--- config.mk ---
export PLATFORM = sky130hd
export DESIGN_NAME = vass_ram
export DESIGN_NICKNAME = d
export VERILOG_FILES = /design/src/design/vass_ram.sv
export SDC_FILE = /design/constraint.sdc
export NUM_CORES = 1
export LEC_CHECK = 0
export BUFFER_PORTS_ARGS = -buffer_cell sky130_fd_sc_hd__buf_2
export CAP_MARGIN = 20
export CELL_PAD_IN_SITES_DETAIL_PLACEMENT = 1
export CELL_PAD_IN_SITES_GLOBAL_PLACEMENT = 2
export CORE_MARGIN = 2
export CORE_UTILIZATION = 52
export DETAILED_ROUTE_END_ITERATION = 10
export PLACE_DENSITY = 0.9
export SETUP_SLACK_MARGIN = 0.2
export SLEW_MARGIN = 20
export SYNTH_ARGS = -nofsm -noshare
export SYNTH_HDL_FRONTEND = slang
export SYNTH_SLANG_ARGS = --single-unit
export TNS_END_PERCENT = 20
--- constraint.sdc ---
create_clock -name clk -period 3.61 [get_ports clk]
set_input_delay 0 -clock clk [delete_from_list [all_inputs] [get_ports clk]]
set_output_delay 0 -clock clk [all_outputs]
set_load 0.01 [all_outputs]
--- src/design/vass_ram.sv ---
`timescale 1ns / 1ps
module vass_ram #(
	parameter int WIDTH = 8,
	parameter int DEPTH = 16
) (
	input  logic                                       clk,
	input  logic                                       we,
	input  logic [((DEPTH > 1) ? $clog2(DEPTH) : 1)-1:0] waddr,
	input  logic [WIDTH-1:0]                           wdata,
	input  logic [((DEPTH > 1) ? $clog2(DEPTH) : 1)-1:0] raddr,
	output logic [WIDTH-1:0]                           rdata
);

	logic [WIDTH-1:0] mem [DEPTH];

	always_ff @(posedge clk) begin
		if (we) begin
			mem[waddr] <= wdata;
		end
		rdata <= mem[raddr];
	end

endmodule

==> impl_results.md <==
- Run status: finished, final reports clean
- Hpwl dp: 6450 microns
- Worst IR drop on VDD: 0.332 mV
- PwrDens: 593 mW/mm^2
- Clk buf depth: 2
- Number of library cell types mapped by synthesis: 19
- Rows: 36
- Seq/Total Area, Yosys: 77.8%
- Filler Cell Count: 802
- Post-route ant nets: 0
- I/O Buffers: 25
- CORE AREA: 0.00968 sq mm
- GRT Total Usage: 22.1%
- Remaining global-route overflow: 0
- Cts repair resizes: 0
- Crit. End Element: flop
- Hold wc startpoint: waddr[1]
- DRT Pass-1 Iters: 4
- Skew final: 0.0110 ns
- Worst Path Arrival: 1.73 ns
- Fin nets: 294
- Layout overhead on the synthesized area: 17.4%
- Final TNS setup: 0 ns
- Post-Syn Area per Cell: 22.5 sq um
- Vias in the first global route: 2566
- Fmax: 635 MHz
- TritonCTS clock tree: built
- I/O Pins: 26
- Root Driver: clkbuf_8
- Global-route wire length before repair: 15700 microns
- Final setup viols: 0
- GP Congestion: 0.720
- CP peak stage delay: 0.87 ns
- Total number of vias: 2416
- Total routed wirelength: 10500 microns
- FF-to-FF path depth: 3
- Worst setup SP type: primary input
- Minimum clock period: 1.58 ns
- Dominant cells by area after synthesis: edfxtp_1 (75%), mux4_2 (7.9%), mux4_1 (7.1%), dfxtp_1 (3.1%), a22oi_1 (2.3%)
- Largest net degree at the start of global routing: 33
- Chip height: 103 microns
- Setup Fix Bufs, Post-CTS: 0
- # DRC: 0
- Final design utilization: 62.4%
- Slew Viols, Final: 0
- Relative slew slack: 31.8%
- Iter 0 DRT Violations: 220
- Antenna cells: 0
- Cts bufs inserted: 17
- Most area-hungry cell type in the Yosys netlist: edfxtp_1
- Max FO, Critical Path: 8
- Placed Cells incl. Taps: 380
- H-Tree Level Count: 4
- Worst path cell trace: dlygate4sd3_1 -> buf_2 -> nor3_2 -> dlygate4sd3_1
- Critical Setup Path Class: in2reg
- RSZ-0062 raised after global routing: false
- Initial Utilization: 53.2%
- Synth Instances: 229
- Die Width: 103 microns
- Post-Synthesis Cell Area: 0.00515 sq mm
- Final Hold Viols: 0
- Worst EP required: 3.76 ns
- Synth top area share: 74.7%
- Leakage: 2.03 nW
- Placed cell area: 0.00538 sq mm
- Reg2Reg Launch Point: mem[1][0]$_DFFE_PP_
- Crit path from: waddr[0]
- Clk slew on worst S/H paths: 0.06 ns
- Yosys warnings: 0
- Vias per cell: 5.73
- Ratio of cells with drive above 1 in the final layout: 26.3%
- Initial antenna violation count: 0
- Net Count, Synth: 247
- Yosys reg bits: 136
- Slew at the pin closest to its max-slew limit: 1.02 ns
- Sink Count: 136
- Worst hold path class: in2reg
- WL/cell: 24.9 microns
- Critical Path Slowest Stage Cell: dlygate4sd3_1
- Die area: 0.0107 sq mm
- Most used cell, CP: dlygate4sd3_1
- Worst Hold Depth: 3
- Max cap viols: 0
- Fin crit share: 43.6%
- Cell area after layout: 0.00604 sq mm
- Non-Filler Instances: 422
- Clock Latency Late Sink: 0.52 ns
[through the flow]
stage / hold slack, ns / worst slack, ns / total power (W)
after floorplan: 0.0989 / 2.12 / 0.00190
after global placement: 0.387 / 1.57 / 0.00196
after detailed placement: 0.398 / 1.57 / 0.00197
after CTS: 0.0566 / 2.03 / 0.00360
after global routing: 0.0872 / 1.98 / 0.00368
final: 0.0683 / 2.03 / 0.00358
[power by group]
part | switching (W) | internal, W
clock | 0.000612 | 0.00103
combinational | 0.0000939 | 0.0000699
sequential | 0.0000152 | 0.00177
[synth_stat cells, drive strengths merged]
library cell and count:
edfxtp 128, mux4 32, a22oi 16, nor2 13, nand2 9, dfxtp 8
buf 7, nor3 4, clkdlybuf4s25 3, nand2b 2, nand3b 2, and2 1
and2b 1, nand3 1, nor2b 1, or3b 1
[repair_timing]
action                                  in CTS  in global routing
endpoints found under the hold margin      136                  0
hold buffers                                10                  0
endpoints found under the setup margin       0                  0
[final timing paths]
check                             end  slack (ns)
hold / removal    mem[8][1]$_DFFE_PP_        0.07
setup reg to reg     rdata[0]$_DFF_P_        2.17
setup / recovery  mem[0][7]$_DFFE_PP_        2.03
hold reg to reg      rdata[6]$_DFF_P_        0.67
[flip-flops by register name, summed over array words and instances, names as in the netlist]
signal	cells
mem	128
rdata	8
[cell usage in the layout (no fill, tap or decap)]
master,netlist,final
nor3_1,4,3
dlygate4sd3_1,0,10
and2b_1,1,1
clkinv_1,0,2
clkinvlp_4,0,1
nor2b_1,1,1
nand3b_1,2,2
clkbuf_1,0,2
buf_4,1,3
nand2b_1,2,2
clkbuf_8,0,4
a22oi_1,16,16
nor2_1,13,13
or3b_2,1,1
dfxtp_1,8,8
nand3_1,1,1
bufinv_16,0,2
nor3_2,0,1
edfxtp_1,128,128
buf_2,3,25
nand2_1,9,9
mux4_2,18,18
clkbuf_16,0,16
clkinv_2,0,5
mux4_1,14,14
and2_1,1,1
[worst max-delay path: cells and delay by family]
kind	cells	cell delay (ns)
buffers and inverters	3	1.56
and+or+nand+nor	1	0.16
[cell families after synthesis]
kind of cell           after synthesis  synth area share [%]
flip-flops                         136                  77.8
AND/OR/NAND/NOR                     35                  3.18
multiplexers                        32                  15.0
AO/OA/AOI/OAI                       16                  2.33
buffers and inverters               10                  1.68
[metal layers]
| layer | share of wire (%) | global-route usage (%) | up-vias |
|---|---|---|---|
| met5 | 0 | 0 | - |
| met4 | 1.7 | 9.11 | 0 |
| met3 | 6.4 | 4.84 | 14 |
| met2 | 51 | 34.7 | 93 |
| met1 | 41 | 30.4 | 1240 |
| li1 | - | - | 1069 |
[area by class of cell]
cell class | count | area [sq um] | area share (%)
repair buffers | 38 | 248 | 4.10
clock inverters | 10 | 100 | 1.66
well taps | 133 | 166 | 2.75
flip-flops and latches | 136 | 4000 | 66.3
clock buffers | 22 | 463 | 7.66
multi-input cells | 83 | 1060 | 17.6
(Power assumes the default switching activity.)
